===== config.mk =====
export PLATFORM = sky130hd
export DESIGN_NAME = slmv_mac
export DESIGN_NICKNAME = d
export VERILOG_FILES = /design/src/hw/rtl/slmv_pkg.sv /design/src/hw/rtl/slmv_mac.sv
export SDC_FILE = /design/constraint.sdc
export NUM_CORES = 2
export LEC_CHECK = 0
export ABC_AREA = 1
export BUFFER_PORTS_ARGS = -buffer_cell sky130_fd_sc_hd__clkbuf_2
export CAP_MARGIN = 15
export CORE_ASPECT_RATIO = 1.2
export CORE_UTILIZATION = 45
export DETAILED_ROUTE_END_ITERATION = 6
export MAX_ROUTING_LAYER = met4
export PLACE_DENSITY = 0.75
export RECOVER_POWER = 25
export SLEW_MARGIN = 20
export SYNTH_ARGS = -nofsm -noshare
export SYNTH_HDL_FRONTEND = slang
export SYNTH_SLANG_ARGS = --single-unit

===== constraint.sdc =====
create_clock -name i_clk -period 8.15 [get_ports i_clk]
set_input_delay 0.4075 -clock i_clk [delete_from_list [all_inputs] [get_ports i_clk]]
set_output_delay 0.4075 -clock i_clk [all_outputs]
set_load 0.02 [all_outputs]

===== src/hw/rtl/slmv_pkg.sv =====
// shared types and constants of the symmetric lower-storage matrix-vector block
`timescale 1ns / 1ps

package slmv_pkg;

    // request kinds, carried in the input tuser
    localparam int ACT_W = 3;
    localparam logic [ACT_W-1:0] ACT_CLEAR   = 3'd0;
    localparam logic [ACT_W-1:0] ACT_ENTRY   = 3'd1;
    localparam logic [ACT_W-1:0] ACT_X       = 3'd2;
    localparam logic [ACT_W-1:0] ACT_Y       = 3'd3;
    localparam logic [ACT_W-1:0] ACT_COMPUTE = 3'd4;

    localparam int IDX_W       = 6;
    localparam int VAL_W       = 32;
    localparam int ACC_W       = 64;
    localparam int SIZE_W      = 7;
    localparam int IN_TDATA_W  = 48;
    localparam int OUT_TDATA_W = 40;
    localparam int PADDR_W     = 3;

    localparam logic [VAL_W-1:0] VAL_MAX = 32'h7fff_ffff;
    localparam logic [VAL_W-1:0] VAL_MIN = 32'h8000_0000;
    localparam logic [ACC_W-1:0] ACC_MAX = 64'h7fff_ffff_ffff_ffff;
    localparam logic [ACC_W-1:0] ACC_MIN = 64'h8000_0000_0000_0000;

    // travels with every memory read of a compute
    typedef struct packed {
        logic             valid;
        logic             first;     // alpha*y term, opens a row
        logic             row_end;   // last product of the row
        logic             last_row;
        logic [IDX_W-1:0] idx;
    } t_tag;

endpackage


===== src/hw/rtl/slmv_mac.sv =====
// multiply, saturating accumulate, clamp and result register
`timescale 1ns / 1ps

module slmv_mac
    import slmv_pkg::*;
#(
    parameter int FRAC_BITS = 16
) (
    input  logic             i_clk,
    input  logic             i_rst_n,
    input  t_tag             i_tag,
    input  logic [VAL_W-1:0] i_lo_rdata,
    input  logic [VAL_W-1:0] i_x_rdata,
    input  logic [VAL_W-1:0] i_y_rdata,
    input  logic [VAL_W-1:0] i_alpha,
    input  logic             i_ready,
    output logic             o_stall,
    output logic             o_valid,
    output logic [IDX_W-1:0] o_index,
    output logic [VAL_W-1:0] o_value,
    output logic             o_sat,
    output logic             o_last
);

    t_tag                    r_tag;
    logic signed [ACC_W-1:0] r_prod;
    logic signed [ACC_W-1:0] r_acc;
    logic                    r_out_valid;
    logic [IDX_W-1:0]        r_out_index;
    logic [VAL_W-1:0]        r_out_value;
    logic                    r_out_sat;
    logic                    r_out_last;

    logic signed [VAL_W-1:0] op_a;
    logic signed [VAL_W-1:0] op_b;
    logic signed [ACC_W-1:0] prod;
    logic signed [ACC_W-1:0] term;
    logic signed [ACC_W-1:0] sum;
    logic                    ovf;
    logic signed [ACC_W-1:0] n_acc;
    logic                    clamp_hi;
    logic                    clamp_lo;
    logic                    load;

    assign op_a = i_tag.first ? $signed(i_alpha)   : $signed(i_lo_rdata);
    assign op_b = i_tag.first ? $signed(i_y_rdata) : $signed(i_x_rdata);
    assign prod = ACC_W'(op_a) * ACC_W'(op_b);

    // arithmetic shift is the floor of the scaled product
    assign term = r_prod >>> FRAC_BITS;
    assign sum  = r_acc + term;
    assign ovf  = (r_acc[ACC_W-1] == term[ACC_W-1]) && (sum[ACC_W-1] != r_acc[ACC_W-1]);

    always_comb begin
        if (r_tag.first) begin
            n_acc = term;
        end else if (ovf) begin
            n_acc = term[ACC_W-1] ? $signed(ACC_MIN) : $signed(ACC_MAX);
        end else begin
            n_acc = sum;
        end
    end

    assign clamp_hi = !n_acc[ACC_W-1] && (n_acc[ACC_W-2:VAL_W-1] != '0);
    assign clamp_lo =  n_acc[ACC_W-1] && (n_acc[ACC_W-2:VAL_W-1] != '1);

    // hold everything while a finished row waits behind an unread result
    assign o_stall = r_out_valid && !i_ready && r_tag.valid && r_tag.row_end;
    assign load    = !o_stall && r_tag.valid && r_tag.row_end;

    always_ff @(posedge i_clk) begin
        if (!i_rst_n) begin
            r_tag       <= '0;
            r_out_valid <= 1'b0;
        end else begin
            if (!o_stall) begin
                r_tag  <= i_tag;
                r_prod <= prod;
                if (r_tag.valid) begin
                    r_acc <= n_acc;
                end
            end
            if (load) begin
                r_out_valid <= 1'b1;
                r_out_index <= r_tag.idx;
                r_out_last  <= r_tag.last_row;
                r_out_sat   <= clamp_hi || clamp_lo;
                if (clamp_hi) begin
                    r_out_value <= VAL_MAX;
                end else if (clamp_lo) begin
                    r_out_value <= VAL_MIN;
                end else begin
                    r_out_value <= n_acc[VAL_W-1:0];
                end
            end else if (i_ready) begin
                r_out_valid <= 1'b0;
            end
        end
    end

    assign o_valid = r_out_valid;
    assign o_index = r_out_index;
    assign o_value = r_out_value;
    assign o_sat   = r_out_sat;
    assign o_last  = r_out_last;

endmodule


==> flow_summary.yaml <==
final_layout:
  antenna-diode-count: 0
  drive_gt1_share_pct: 13.7
  flow.area_growth_from_synthesis_pct: 17.4
  finalNetCount: 8345
  fillCellCount: 10200
  multi_input_comb_area_um2: 37500
  sequential_cell_area_um2: 4790
  layout.core_utilization_pct: 53.6
hold_path:
  worst_hold_path_type: "input pin to flop"
sta:
  worst-slew-pin-transition_ps: 2420
  hold_viol_final: 0
  slew_headroom_pct: -61.5
  final_critical_path_setup_slack_ps: 273
  clock-skew-final_ps: 13.7
  min_period_over_period_pct: 96.6
  max_freq_ghz: 0.127
  timing_max_transition_violations_final: 41
  hold_ws_ps: 163
  post-route-min-period_ps: 7880
  finalSetupTns_ps: 0
  setup_viol: 0
floorplan:
  starting_density_of_the_core_pct: 45.6
  die_height_um: 363
  die_x_um: 303
  io_pins: 183
  floorplan_die_area_um2: 110000
  core-area_um2: 107000
  rows: 131
route:
  drt-wirelength-per-cell_um: 22.6
  dr_total_vias: 43000
  drtAntennaViolNets: 0
  drcViolationCount: 2
  first_pass_iters: 7
  detailed_router_s_first_iteration_violation_count: 3293
  per_cell_via_count_in_the_routed_design: 5.19
  wl_um: 187000
logic_synthesis:
  synth_commonest_cells: "sky130_fd_sc_hd__inv_1, sky130_fd_sc_hd__nand2_1, sky130_fd_sc_hd__fa_1"
  synthesis_warnings: 0
  count_leader_synth: "sky130_fd_sc_hd__inv_1"
  ys_async_sr_fraction_pct: 0
  synth.top_cells.by_area: "sky130_fd_sc_hd__fa_1, sky130_fd_sc_hd__inv_1, sky130_fd_sc_hd__nand2_1"
  synthesized_netlist_cell_count: 6200
  flip_flop_and_latch_count_after_synthesis: 163
  ys_types: 51
  avgSynthCellArea_um2: 7.87
  synth_top_cell_by_area: "sky130_fd_sc_hd__fa_1"
  synth_sequential_area_ratio_pct: 9.81
  synth_top_area_share_pct: 44.5
  synth_enable_flop_cells: 152
  synth_ff_type: "sky130_fd_sc_hd__edfxtp_1"
  syn_area_um2: 48800
  synth_fp_nets: 7667
cts:
  htree_levels: 4
  number_of_buffers_on_the_longest_clock_path: 2
  cts_tree: "yes"
  cts_hold_repair.buffers: 0
  worstSkewPairLatency_ps: 480
  path_clk_slew_ps: 70
  cts.sink_count: 163
  cts_buffers: 17
  root_buffer_selected_by_cts: "sky130_fd_sc_hd__clkbuf_16"
critical_path:
  crit_fanout: 13
  timing.critical_path.arrival_ps: 8080
  critical_path.startpoint_type: "input pin"
  critical-path-max-stage-delay_ps: 550
  cp-end-kind: "flop"
  critPathSlowestCell: "sky130_fd_sc_hd__fa_1"
  cp_data_required_time_ps: 8360
  criticalPathCategory: "input pin to flop"
  cp_common_cell: "sky130_fd_sc_hd__fa_1"
global_routing:
  maximum_number_of_pins_on_one_net_before_global_route_repair: 49
  grt_pass1_wl_um: 279000
  antenna_violations_before_repair: 0
  globalRouteOverflowTotal: 0
  first_global_vias: 45700
  globalRouteTotalUtil_pct: 36.1
place:
  detailedPlace.worstSlack_ps: -694
  detailed_place_hpwl_um: 164000
  io_buffer_count: 182
  gpl_congestion: 1.06
status:
  status: "finished, violations left"
  failed_checks: "DRC, capacitance limit, slew limit"
flow_run:
  max-cap-violations: 1
-- layout by cell type, fill, tap and decap left out, types with 33 or more instances in the layout --
cell / synthesis / final
sky130_fd_sc_hd__clkbuf_2: 0 / 140
sky130_fd_sc_hd__buf_4: 0 / 588
sky130_fd_sc_hd__clkbuf_1: 158 / 42
sky130_fd_sc_hd__fa_1: 1083 / 1080
sky130_fd_sc_hd__buf_12: 0 / 71
sky130_fd_sc_hd__a21oi_1: 172 / 171
sky130_fd_sc_hd__o21ai_0: 119 / 107
sky130_fd_sc_hd__o21ai_1: 48 / 33
sky130_fd_sc_hd__nand3_1: 126 / 126
sky130_fd_sc_hd__nand2_1: 1466 / 1466
sky130_fd_sc_hd__nor2_1: 745 / 742
sky130_fd_sc_hd__ha_1: 243 / 243
sky130_fd_sc_hd__xor2_1: 57 / 57
sky130_fd_sc_hd__edfxtp_1: 152 / 152
sky130_fd_sc_hd__inv_1: 1545 / 1543
-- state kept, by name (all words and copies together), names as in the netlist --
signal / count
r_acc: 64
r_tag: 10
o_sat: 1
o_valid: 1
o_index: 6
o_value: 32
o_last: 1
r_prod: 48
-- logic make-up after synthesis --
| kind of cell | share of synthesized area (%) |
|---|---|
| and+or+nand+nor | 19.9 |
| buffers and inverters | 13.7 |
| AOI/OAI and AO/OA | 4.57 |
| xor gates and xnor gates | 1.33 |
| DFF | 9.81 |
| adders and majority gates | 50.7 |
-- metrics by stage --
step	std cells	instance area (µm²)
3_5_place_dp	8254	56700
6_report	8286	57200
4_1_cts	8285	57300
5_1_grt	8286	57200
3_3_place_gp	8254	56700
2_1_floorplan	6200	48800
-- path summary, 6_finish.rpt --
check                         from                         to  slack [ps]  cells past startpoint
max                       i_tag[8]       r_prod[61]$_DFFE_PP_         270                     31
min                       i_tag[9]      r_tag[9]$_SDFFE_PN0N_         160                      3
max reg2reg   r_prod[38]$_DFFE_PP_  o_value[15]$_SDFFCE_PP1P_        1920                     25
min reg2reg  r_tag[6]$_SDFFE_PN0N_           o_last$_DFFE_PP_         430                      0
-- worst max-delay path, delay by kind of cell --
family | cells | cell delay, ps
AO/OA/AOI/OAI | 7 | 1280
XOR/XNOR | 1 | 170
adder cells (fa/ha/maj) | 9 | 4310
buffers and inverters | 11 | 1510
AND/OR/NAND/NOR | 3 | 380
-- layer usage --
metal,up-vias,global-route usage (%),share of wire (%)
li1,19400,-,-
met5,-,-,0
met1,21100,41.1,37
met4,0,23.4,8.2
met2,1959,58.7,47
met3,584,5.87,7.8
-- cell type report --
class | instances | area share [%]
flip-flops and latches | 163 | 8.36
inverters | 1588 | 10.4
repair buffers | 842 | 11.7
clock buffers | 17 | 0.743
multi-input cells | 4266 | 65.4
well taps | 1396 | 3.05
clock inverters | 14 | 0.282
-- what timing repair did --
action,in CTS,in global routing
buffers inserted,0,1
pin swaps,0,0
gates resized for setup,2,7
setup endpoints to repair,1,9
Power is not shown: default switching activity piles up to over one toggle a cycle in this logic, so the estimate is an artifact.
