--- src/hw/rtl/slmv_pkg.sv ---
// shared types and constants of the symmetric lower-storage matrix-vector block
`timescale 1ns / 1ps

package slmv_pkg;

    // request kinds, carried in the input tuser
    localparam int ACT_W = 3;
    localparam logic [ACT_W-1:0] ACT_CLEAR   = 3'd0;
    localparam logic [ACT_W-1:0] ACT_ENTRY   = 3'd1;
    localparam logic [ACT_W-1:0] ACT_X       = 3'd2;
    localparam logic [ACT_W-1:0] ACT_Y       = 3'd3;
    localparam logic [ACT_W-1:0] ACT_COMPUTE = 3'd4;

    localparam int IDX_W       = 6;
    localparam int VAL_W       = 32;
    localparam int ACC_W       = 64;
    localparam int SIZE_W      = 7;
    localparam int IN_TDATA_W  = 48;
    localparam int OUT_TDATA_W = 40;
    localparam int PADDR_W     = 3;

    localparam logic [VAL_W-1:0] VAL_MAX = 32'h7fff_ffff;
    localparam logic [VAL_W-1:0] VAL_MIN = 32'h8000_0000;
    localparam logic [ACC_W-1:0] ACC_MAX = 64'h7fff_ffff_ffff_ffff;
    localparam logic [ACC_W-1:0] ACC_MIN = 64'h8000_0000_0000_0000;

    // travels with every memory read of a compute
    typedef struct packed {
        logic             valid;
        logic             first;     // alpha*y term, opens a row
        logic             row_end;   // last product of the row
        logic             last_row;
        logic [IDX_W-1:0] idx;
    } t_tag;

endpackage

--- src/hw/rtl/slmv_seq.sv ---
// request decode, clearing sweep and address sequencer for the compute pass
`timescale 1ns / 1ps

module slmv_seq
    import slmv_pkg::*;
#(
    parameter int MAX_SIZE = 64
) (
    input  logic                 i_clk,
    input  logic                 i_rst_n,
    input  logic                 i_valid,
    output logic                 o_ready,
    input  logic [ACT_W-1:0]     i_action,
    input  logic [IDX_W-1:0]     i_row,
    input  logic [IDX_W-1:0]     i_col,
    input  logic [VAL_W-1:0]     i_value,
    input  logic [SIZE_W-1:0]    i_active_size,
    input  logic                 i_stall,
    output logic                 o_re,
    output logic                 o_lo_we,
    output logic [$clog2(MAX_SIZE*(MAX_SIZE+1)/2)-1:0] o_lo_waddr,
    output logic [$clog2(MAX_SIZE*(MAX_SIZE+1)/2)-1:0] o_lo_raddr,
    output logic [VAL_W-1:0]     o_lo_wdata,
    output logic                 o_x_we,
    output logic                 o_y_we,
    output logic [$clog2(MAX_SIZE)-1:0] o_vec_waddr,
    output logic [VAL_W-1:0]     o_vec_wdata,
    output logic [$clog2(MAX_SIZE)-1:0] o_x_raddr,
    output logic [$clog2(MAX_SIZE)-1:0] o_y_raddr,
    output t_tag                 o_tag
);

    localparam int TRI_DEPTH = MAX_SIZE * (MAX_SIZE + 1) / 2;
    localparam int TW        = $clog2(TRI_DEPTH);
    localparam int XW        = $clog2(MAX_SIZE);

    localparam logic [1:0] ST_CLR  = 2'd0;
    localparam logic [1:0] ST_IDLE = 2'd1;
    localparam logic [1:0] ST_RUN  = 2'd2;

    logic [1:0]    r_state;
    logic [TW-1:0] r_cnt;
    logic          r_clr_all;
    logic [XW-1:0] r_i;
    logic [XW-1:0] r_j;
    logic [XW-1:0] r_last;
    logic [TW-1:0] r_ptr;
    logic [TW-1:0] r_base;
    logic          r_yslot;
    t_tag          r_tag;

    logic          accept;
    logic          row_ok;
    logic          col_ok;
    logic          sweep_vec;
    logic [XW-1:0] n_last;
    logic [TW-1:0] n_base;
    logic [TW-1:0] n_ptr;
    t_tag          issue_tag;

    // packed lower-triangle address of (r, c), mirrored when r < c
    function automatic logic [11:0] tri_addr(input logic [IDX_W-1:0] r,
                                             input logic [IDX_W-1:0] c);
        logic [IDX_W-1:0] hi;
        logic [IDX_W-1:0] lo;
        logic [12:0]      prod;
        hi   = (r < c) ? c : r;
        lo   = (r < c) ? r : c;
        prod = {7'd0, hi} * ({7'd0, hi} + 13'd1);
        return prod[12:1] + {6'd0, lo};
    endfunction

    assign o_ready   = (r_state == ST_IDLE);
    assign accept    = i_valid && o_ready;
    assign row_ok    = ({1'b0, i_row} < SIZE_W'(MAX_SIZE));
    assign col_ok    = ({1'b0, i_col} < SIZE_W'(MAX_SIZE));
    assign sweep_vec = (r_state == ST_CLR) && r_clr_all && (r_cnt < TW'(MAX_SIZE));

    always_comb begin
        if (i_active_size == '0) begin
            n_last = '0;
        end else if (i_active_size > SIZE_W'(MAX_SIZE)) begin
            n_last = XW'(MAX_SIZE - 1);
        end else begin
            n_last = XW'(i_active_size - SIZE_W'(1));
        end
    end

    // entry (i, j) for j past the diagonal sits at tri(j) + i
    assign n_base = r_base + TW'(r_i) + TW'(1);
    assign n_ptr  = (r_j >= r_i) ? (r_ptr + TW'(r_j) + TW'(1)) : (r_ptr + TW'(1));

    // write side
    assign o_lo_we    = (r_state == ST_CLR)
                     || (accept && (i_action == ACT_ENTRY) && row_ok && col_ok);
    assign o_lo_waddr = (r_state == ST_CLR) ? r_cnt : TW'(tri_addr(i_row, i_col));
    assign o_lo_wdata = (r_state == ST_CLR) ? '0 : i_value;
    assign o_x_we     = sweep_vec || (accept && (i_action == ACT_X) && row_ok);
    assign o_y_we     = sweep_vec || (accept && (i_action == ACT_Y) && row_ok);
    assign o_vec_waddr = (r_state == ST_CLR) ? r_cnt[XW-1:0] : i_row[XW-1:0];
    assign o_vec_wdata = (r_state == ST_CLR) ? '0 : i_value;

    // read side
    assign o_re       = !i_stall;
    assign o_lo_raddr = r_ptr;
    assign o_x_raddr  = r_j;
    assign o_y_raddr  = r_i;

    always_comb begin
        issue_tag.valid    = (r_state == ST_RUN);
        issue_tag.first    = r_yslot;
        issue_tag.row_end  = !r_yslot && (r_j == r_last);
        issue_tag.last_row = (r_i == r_last);
        issue_tag.idx      = IDX_W'(r_i);
    end

    assign o_tag = r_tag;

    always_ff @(posedge i_clk) begin
        if (!i_rst_n) begin
            r_state   <= ST_CLR;
            r_cnt     <= '0;
            r_clr_all <= 1'b1;
            r_tag     <= '0;
        end else begin
            if (!i_stall) begin
                r_tag <= issue_tag;
            end
            unique case (r_state)
                ST_CLR: begin
                    if (r_cnt == TW'(TRI_DEPTH - 1)) begin
                        r_state   <= ST_IDLE;
                        r_clr_all <= 1'b0;
                    end else begin
                        r_cnt <= r_cnt + TW'(1);
                    end
                end
                ST_IDLE: begin
                    if (accept) begin
                        if (i_action == ACT_CLEAR) begin
                            r_state   <= ST_CLR;
                            r_cnt     <= '0;
                            r_clr_all <= 1'b0;
                        end else if (i_action == ACT_COMPUTE) begin
                            r_state <= ST_RUN;
                            r_i     <= '0;
                            r_j     <= '0;
                            r_ptr   <= '0;
                            r_base  <= '0;
                            r_yslot <= 1'b1;
                            r_last  <= n_last;
                        end
                    end
                end
                ST_RUN: begin
                    if (!i_stall) begin
                        if (r_yslot) begin
                            r_yslot <= 1'b0;
                        end else if (r_j == r_last) begin
                            if (r_i == r_last) begin
                                r_state <= ST_IDLE;
                            end else begin
                                r_i     <= r_i + XW'(1);
                                r_j     <= '0;
                                r_base  <= n_base;
                                r_ptr   <= n_base;
                                r_yslot <= 1'b1;
                            end
                        end else begin
                            r_ptr <= n_ptr;
                            r_j   <= r_j + XW'(1);
                        end
                    end
                end
                default: begin
                    r_state <= ST_IDLE;
                end
            endcase
        end
    end

endmodule

--- config.mk ---
export PLATFORM = sky130hd
export DESIGN_NAME = slmv_seq
export DESIGN_NICKNAME = d
export VERILOG_FILES = /design/src/hw/rtl/slmv_pkg.sv /design/src/hw/rtl/slmv_seq.sv
export SDC_FILE = /design/constraint.sdc
export NUM_CORES = 1
export LEC_CHECK = 0
export BUFFER_PORTS_ARGS = -buffer_cell sky130_fd_sc_hd__buf_2
export CORE_ASPECT_RATIO = 1.75
export CORE_UTILIZATION = 55
export CTS_CLUSTER_SIZE = 10
export DETAILED_ROUTE_END_ITERATION = 8
export PLACE_DENSITY = 0.83
export SLEW_MARGIN = 25
export SYNTH_ARGS = -nofsm -noshare
export SYNTH_HDL_FRONTEND = slang
export SYNTH_SLANG_ARGS = --single-unit
--- constraint.sdc ---
create_clock -name i_clk -period 10.95 [get_ports i_clk]
set_input_delay 2.19 -clock i_clk [delete_from_list [all_inputs] [get_ports i_clk]]
set_output_delay 2.19 -clock i_clk [all_outputs]
set_load 0.01 [all_outputs]
==> results.py, run 1 <==
metrics = {
    "timing": {
        "period_needed_ps": 10580,
        "setup_viol": 0,
        "relSlewSlack": 0.418,
        "hold_slack_ps": 463,
        "layout_setup_ws_ps": 365,
        "hold_violations": 0,
        "timing.final.crit_share": 0.967,
        "tightestPinTransition_ps": 869,
        "clock_skew_ps": 12.0,
        "finalMaxSlewViolations": 0,
        "max_freq_mhz": 94.5,
    },
    "logic_synthesis": {
        "synth_top_family_by_area": "simple AND/OR/NAND/NOR gates",
        "ys_ff_latch": 68,
        "syn_inst": 813,
        "synth_mux_area_frac": 0.0344,
        "synth_ff_type": "edfxtp_1",
        "synth_fa_ha_area_frac": 0.178,
        "synth_top_area_cell": "edfxtp_1",
        "synth_edf_count": 43,
        "synth_area_per_cell_um2": 8.36,
        "postSynth.asyncResetShare": 0,
        "yosysMostFrequentCell": "nor2_1",
        "synth_top_area_frac": 0.190,
        "synth_area_leaders": "edfxtp_1 19%, ha_1 11%, dfxtp_1 7.4%, fa_1 6.8%, nor2_1 6.4%",
        "synthXorXnorAreaFrac": 0.0864,
        "synth_simple_gate_area_frac": 0.220,
        "synthTopCellsByCount": "115 x nor2_1, 66 x nand2_1, 64 x inv_1, 60 x ha_1, 43 x edfxtp_1",
        "synth_warnings": 0,
        "ys_types": 61,
        "synth.cell_area_mm2": 0.00680,
        "seq_area_frac_synth": 0.264,
        "synth-compound-area-share": 0.126,
        "synth_fp_nets": 954,
    },
    "setup_path": {
        "r2r_slack_ps": 8010,
        "critPathLaunchType": "primary input",
        "path_buf_inv": 6,
        "critPathSlowestCell": "fa_1",
        "cp.arrival_ps": 8390,
        "path_class": "primary input to output pin",
        "slowest_delay_ps": 560,
        "crit_path_end_kind": "output pin",
        "cp_max_fo": 7,
        "crit_required_ps": 8760,
        "crit_family": "adder cells",
    },
    "pwr": {
        "p_seq_frac": 0.228,
        "combinationalPowerShare": 0.559,
        "switching_share": 0.397,
        "power.net_switching_uw": 476,
        "p_clk_frac": 0.213,
        "p_int_uw": 725,
        "p_leak_nw": 3.92,
        "total_power_mw": 1.20,
        "p_per_area_mw_per_mm2": 149,
        "peakVddDrop_mv": 0.207,
    },
    "final_layout": {
        "nNetsFinal": 1099,
        "drive_gt1_frac": 0.248,
        "final-seq-area_mm2": 0.00179,
        "synthToLayoutAreaGrowth_pct": 18.7,
        "final_area_mm2": 0.00807,
        "fillers": 974,
        "multi_input_area_mm2": 0.00452,
        "antenna_cells": 0,
    },
    "clock_network": {
        "cts_buffers": 9,
        "cts_buffer_depth": 2,
        "htree_levels": 3,
        "tritoncts": "built",
        "clkLatencyLatePin_ps": 330,
        "clkSinkCount": 68,
        "clockRootBuffer": "clkbuf_16",
        "clk_pin_slew_ps": 60,
    },
    "global_route": {
        "grt_pass1_vias": 5894,
        "grt_use_total": 0.279,
        "grt_pass1_wl_mm": 27.7,
        "grt_max_degree": 46,
        "grt_remaining_overflow": 0,
        "antenna_found_initial": 0,
    },
    "die": {
        "core_mm2": 0.0120,
        "row_count": 53,
        "die_area_mm2": 0.0128,
        "boundaryPins": 179,
        "start_util": 0.566,
        "die_h_um": 149,
        "chipWidth_um": 86.0,
    },
    "drt": {
        "via_per_inst": 5.45,
        "drt-wirelength-per-cell_um": 15.7,
        "drt-initial-drc-count": 281,
        "postRouteAntennaNets": 0,
        "totalWireLength_mm": 17.7,
        "route.detailed.drc": 0,
        "drtPass1Iterations": 5,
        "vias": 6147,
    },
    "placement": {
        "hpwl_mm": 13.9,
        "gp_congestion": 0.912,
        "port-buffer-count": 178,
        "dp_slack_ps": 158,
        "dpl_cell_area_mm2": 0.00760,
    },
    "flow_run": {
        "cap_violations": 0,
    },
    "outcome": {
        "outcome": "completed",
    },
    "hold_path": {
        "min_path_type": "register to register",
    },
}
power groups by stage:
stage / Sequential (mW) / Combinational [mW] / Clock (mW)
after floorplan: 0.280 / 0.480 / 0
after global placement: 0.280 / 0.605 / 0
after detailed placement: 0.280 / 0.617 / 0
after CTS: 0.274 / 0.622 / 0.258
after global routing: 0.275 / 0.753 / 0.270
final: 0.275 / 0.671 / 0.256
path summary, 6_finish.rpt:
path | start | end | cells after the start
setup reg to reg | o_y_raddr[0]$_SDFFCE_PN0P_ | o_lo_raddr[8]$_SDFFCE_PN0P_ | 11
setup / recovery | i_col[1] | o_lo_waddr[11] | 29
hold / removal | r_clr_all$_SDFFE_PN1P_ | r_clr_all$_SDFFE_PN1P_ | 2
hold reg to reg | r_clr_all$_SDFFE_PN1P_ | r_clr_all$_SDFFE_PN1P_ | 2
per-stage QoR:
step	std cells	utilization	TNS [ps]
2_1_floorplan	813	-	0
3_5_place_dp	1106	0.633	0
5_1_grt	1127	0.672	-20.9
3_3_place_gp	1106	0.633	0
6_report	1127	0.672	0
4_1_cts	1121	0.654	0
metal layers:
layer	GRT usage	up-vias	part of all wire
li1	-	3014	-
met1	0.305	2881	0.38
met2	0.511	201	0.54
met3	0.0371	51	0.036
met4	0.150	0	0.040
met5	0	-	0
final cells by class:
type,instances,area share
inverters,65,0.0302
clock inverters,3,0.00217
repair buffers,195,0.131
flip-flops and latches,68,0.222
multi-input cells,619,0.560
well taps,165,0.0256
clock buffers,12,0.0293
flip-flops by register name, indices dropped and copies added, names as in the netlist:
signal	count
o_lo_raddr	12
o_tag	10
o_x_raddr	6
o_y_raddr	6
r_base	12
r_clr_all	1
r_cnt	12
r_last	6
r_state	2
r_yslot	1
cells by family (layout without fill, tap and decap cells):
family          after synthesis  count (layout)
simple gates                312             312
compound gates              134             134
buf+inv                     126             275
fa+ha+maj                    83              83
flops                        68              68
xor+xnor                     67              67
mux                          23              23
tightest hold or removal path, cell delays in order, from the launching register on:
cell	delay (ps)
dfxtp_1	310
o21ai_0	60
nand2_1	50
timing repair:
item	CTS	global route
hold buffers	0	0
setup buffers	0	5
gates resized for setup	0	23
setup endpoints to repair	0	4
cells in the final DEF, fill, tap and decap left out, types with 4 or more instances in the layout:
| cell type | netlist | routed |
|---|---|---|
| o21ai_0 | 33 | 32 |
| ha_4 | 0 | 6 |
| nor3_1 | 11 | 11 |
| nand2_1 | 66 | 66 |
| a21oi_1 | 37 | 37 |
| o211ai_1 | 6 | 6 |
| buf_2 | 1 | 177 |
| or3_1 | 4 | 4 |
| and2_1 | 42 | 42 |
| clkbuf_16 | 0 | 10 |
| xnor2_1 | 33 | 33 |
| ha_1 | 60 | 53 |
| o21ai_1 | 4 | 5 |
| a31oi_1 | 4 | 4 |
| buf_4 | 39 | 14 |
| and3_1 | 9 | 9 |
| mux2i_1 | 20 | 15 |
| inv_1 | 64 | 64 |
| nand2b_1 | 10 | 10 |
| edfxtp_1 | 43 | 43 |
| a21o_1 | 11 | 11 |
| dfxtp_1 | 25 | 25 |
| xor2_1 | 34 | 34 |
| nor2_1 | 115 | 114 |
| nor2b_1 | 9 | 8 |
| fa_1 | 23 | 23 |
| nand3_1 | 20 | 20 |
| o31ai_1 | 6 | 6 |
| o21a_1 | 11 | 11 |
Power figures use the tool's default switching activity.
==> inputs of run 2 (changes only) <==
--- a/config.mk
+++ b/config.mk
@@ -11,6 +11,8 @@
 export CTS_CLUSTER_SIZE = 10
 export DETAILED_ROUTE_END_ITERATION = 8
 export PLACE_DENSITY = 0.83
+export REMOVE_ABC_BUFFERS = 1
+export SKIP_CTS_REPAIR_TIMING = 1
 export SLEW_MARGIN = 25
 export SYNTH_ARGS = -nofsm -noshare
 export SYNTH_HDL_FRONTEND = slang
==> run 2 against run 1 <==
Against the previous run: clock skew down 7.1 ps; die area unchanged; fmax down 0.11%; critical path depth unchanged; largest cell class unchanged.
==> results.py, run 2 (same netlist as run 1, synthesis figures left out) <==
metrics = {
    "clock_network": {
        "clkLatencyLatePin_ps": 330,
        "tritoncts": "built",
        "cts_buffer_depth": 2,
        "cts_buffers": 9,
        "clockRootBuffer": "clkbuf_16",
        "clk_pin_slew_ps": 50,
        "htree_levels": 3,
        "clkSinkCount": 68,
    },
    "die": {
        "chipWidth_um": 86.0,
        "core_mm2": 0.0120,
        "row_count": 53,
        "start_util": 0.566,
        "die_area_mm2": 0.0128,
        "die_h_um": 149,
        "boundaryPins": 179,
    },
    "hold_path": {
        "hold-path-endpoint": "o_tag[0]$_SDFFE_PN0N_",
        "min_path_type": "register to register",
        "worstHoldStart": "o_tag[0]$_SDFFE_PN0N_",
        "holdPathStages": 2,
    },
    "setup_path": {
        "r2r-end": "o_lo_raddr[8]$_SDFFCE_PN0P_",
        "cp.arrival_ps": 8410,
        "r2r_slack_ps": 7950,
        "crit_path_end_kind": "output pin",
        "r2r-start": "o_y_raddr[0]$_SDFFCE_PN0P_",
        "critPathLaunchType": "primary input",
        "slowest_delay_ps": 540,
        "critPathSlowestCell": "fa_1",
        "reg2reg_depth": 11,
        "cp_max_fo": 9,
        "crit_required_ps": 8760,
        "path_class": "primary input to output pin",
    },
    "placement": {
        "dpl_cell_area_mm2": 0.00763,
        "dp_cells": 1110,
        "port-buffer-count": 178,
        "hpwl_mm": 14.5,
        "gp_congestion": 0.906,
    },
    "final_layout": {
        "drive_gt1_frac": 0.255,
        "finalNonFillerCells": 1135,
        "layout_commonest_cell": "buf_2",
        "mostFrequentLayoutCells": "177 x buf_2, 113 x nor2_1, 66 x nand2_1",
        "final_area_mm2": 0.00813,
        "synthToLayoutAreaGrowth_pct": 19.6,
        "antenna_cells": 0,
        "nNetsFinal": 1106,
    },
    "global_route": {
        "grt_use_total": 0.284,
        "grt_max_degree": 46,
        "grt_pass1_wl_mm": 28.2,
        "grt_remaining_overflow": 0,
        "grt_pass1_vias": 5999,
        "antenna_found_initial": 0,
    },
    "drt": {
        "drt-initial-drc-count": 310,
        "met3_length_mm": 1.21,
        "totalWireLength_mm": 18.7,
        "routed.top_layer": "met4",
        "drt-wirelength-per-cell_um": 16.5,
        "vias": 6252,
        "drt-met1-wl_mm": 7.14,
        "route.detailed.drc": 0,
        "wl_met2_mm": 9.83,
        "drtPass1Iterations": 8,
        "postRouteAntennaNets": 0,
        "via_per_inst": 5.51,
    },
    "pwr": {
        "p_per_area_mw_per_mm2": 151,
        "p_leak_nw": 3.96,
        "peakVddDrop_mv": 0.142,
    },
    "timing": {
        "clock_skew_ps": 4.93,
        "finalMaxSlewViolations": 0,
        "period_needed_ps": 10600,
        "relSlewSlack": 0.450,
        "setup_viol": 0,
        "tightestPinTransition_ps": 824,
        "max_freq_mhz": 94.4,
        "timing.final.crit_share": 0.968,
        "hold_violations": 0,
    },
    "flow_run": {
        "cap_violations": 0,
    },
    "outcome": {
        "outcome": "completed",
    },
}
## run 2: final cells by class
| class | instances | area [µm²] |
|---|---|---|
| sequential | 68 | 1790 |
| timing repair buffer | 201 | 1080 |
| inverter | 65 | 244 |
| multi-input combinational | 620 | 4520 |
| fill | 978 | 3880 |
| tap | 165 | 206 |
| clock buffer | 12 | 268 |
| clock inverter | 4 | 21.3 |
## run 2: per-layer routing
metal / track usage / up-vias
met4: 0.114 / 0
met2: 0.506 / 208
met1: 0.314 / 2962
met5: 0 / -
met3: 0.0775 / 40
li1: - / 3042
## run 2: critical path: cells and delay by family
family / cells / cell delay [ps]
adder cells (fa/ha/maj): 7 / 2790
AO/OA/AOI/OAI: 6 / 1230
AND/OR/NAND/NOR: 7 / 1030
buffers and inverters: 6 / 690
multiplexers: 1 / 230
XOR/XNOR: 2 / 230
## run 2: stage by stage
stage | utilization | total power, mW | hold slack [ps] | setup WS, ps | setup TNS (ps)
floorplan | - | 0.758 | 438 | 420 | 0
global placement | 0.636 | 0.874 | 466 | 302 | 0
detailed placement | 0.636 | 0.891 | 479 | 202 | 0
CTS | 0.660 | 1.17 | 490 | 198 | 0
global route | 0.677 | 1.32 | 525 | -72.0 | -72.0
finish | 0.677 | 1.22 | 487 | 353 | 0
## run 2: power breakdown
group	total [mW]	switching (mW)	internal, mW
clock network	0.275	0.104	0.171
logic	0.673	0.368	0.305
registers	0.274	0.00219	0.272
## run 2: worst max path at each step
stage / from / end / slack, ps / cells past startpoint
after global routing: i_col[1] / o_lo_waddr[11] / -70 / 30
after global placement: i_col[1] / o_lo_waddr[10] / 300 / 26
final: i_row[1] / o_lo_waddr[11] / 350 / 29
after floorplan: i_col[1] / o_lo_waddr[11] / 420 / 23
after CTS: i_col[1] / o_lo_waddr[10] / 200 / 26
after detailed placement: i_col[1] / o_lo_waddr[10] / 200 / 26
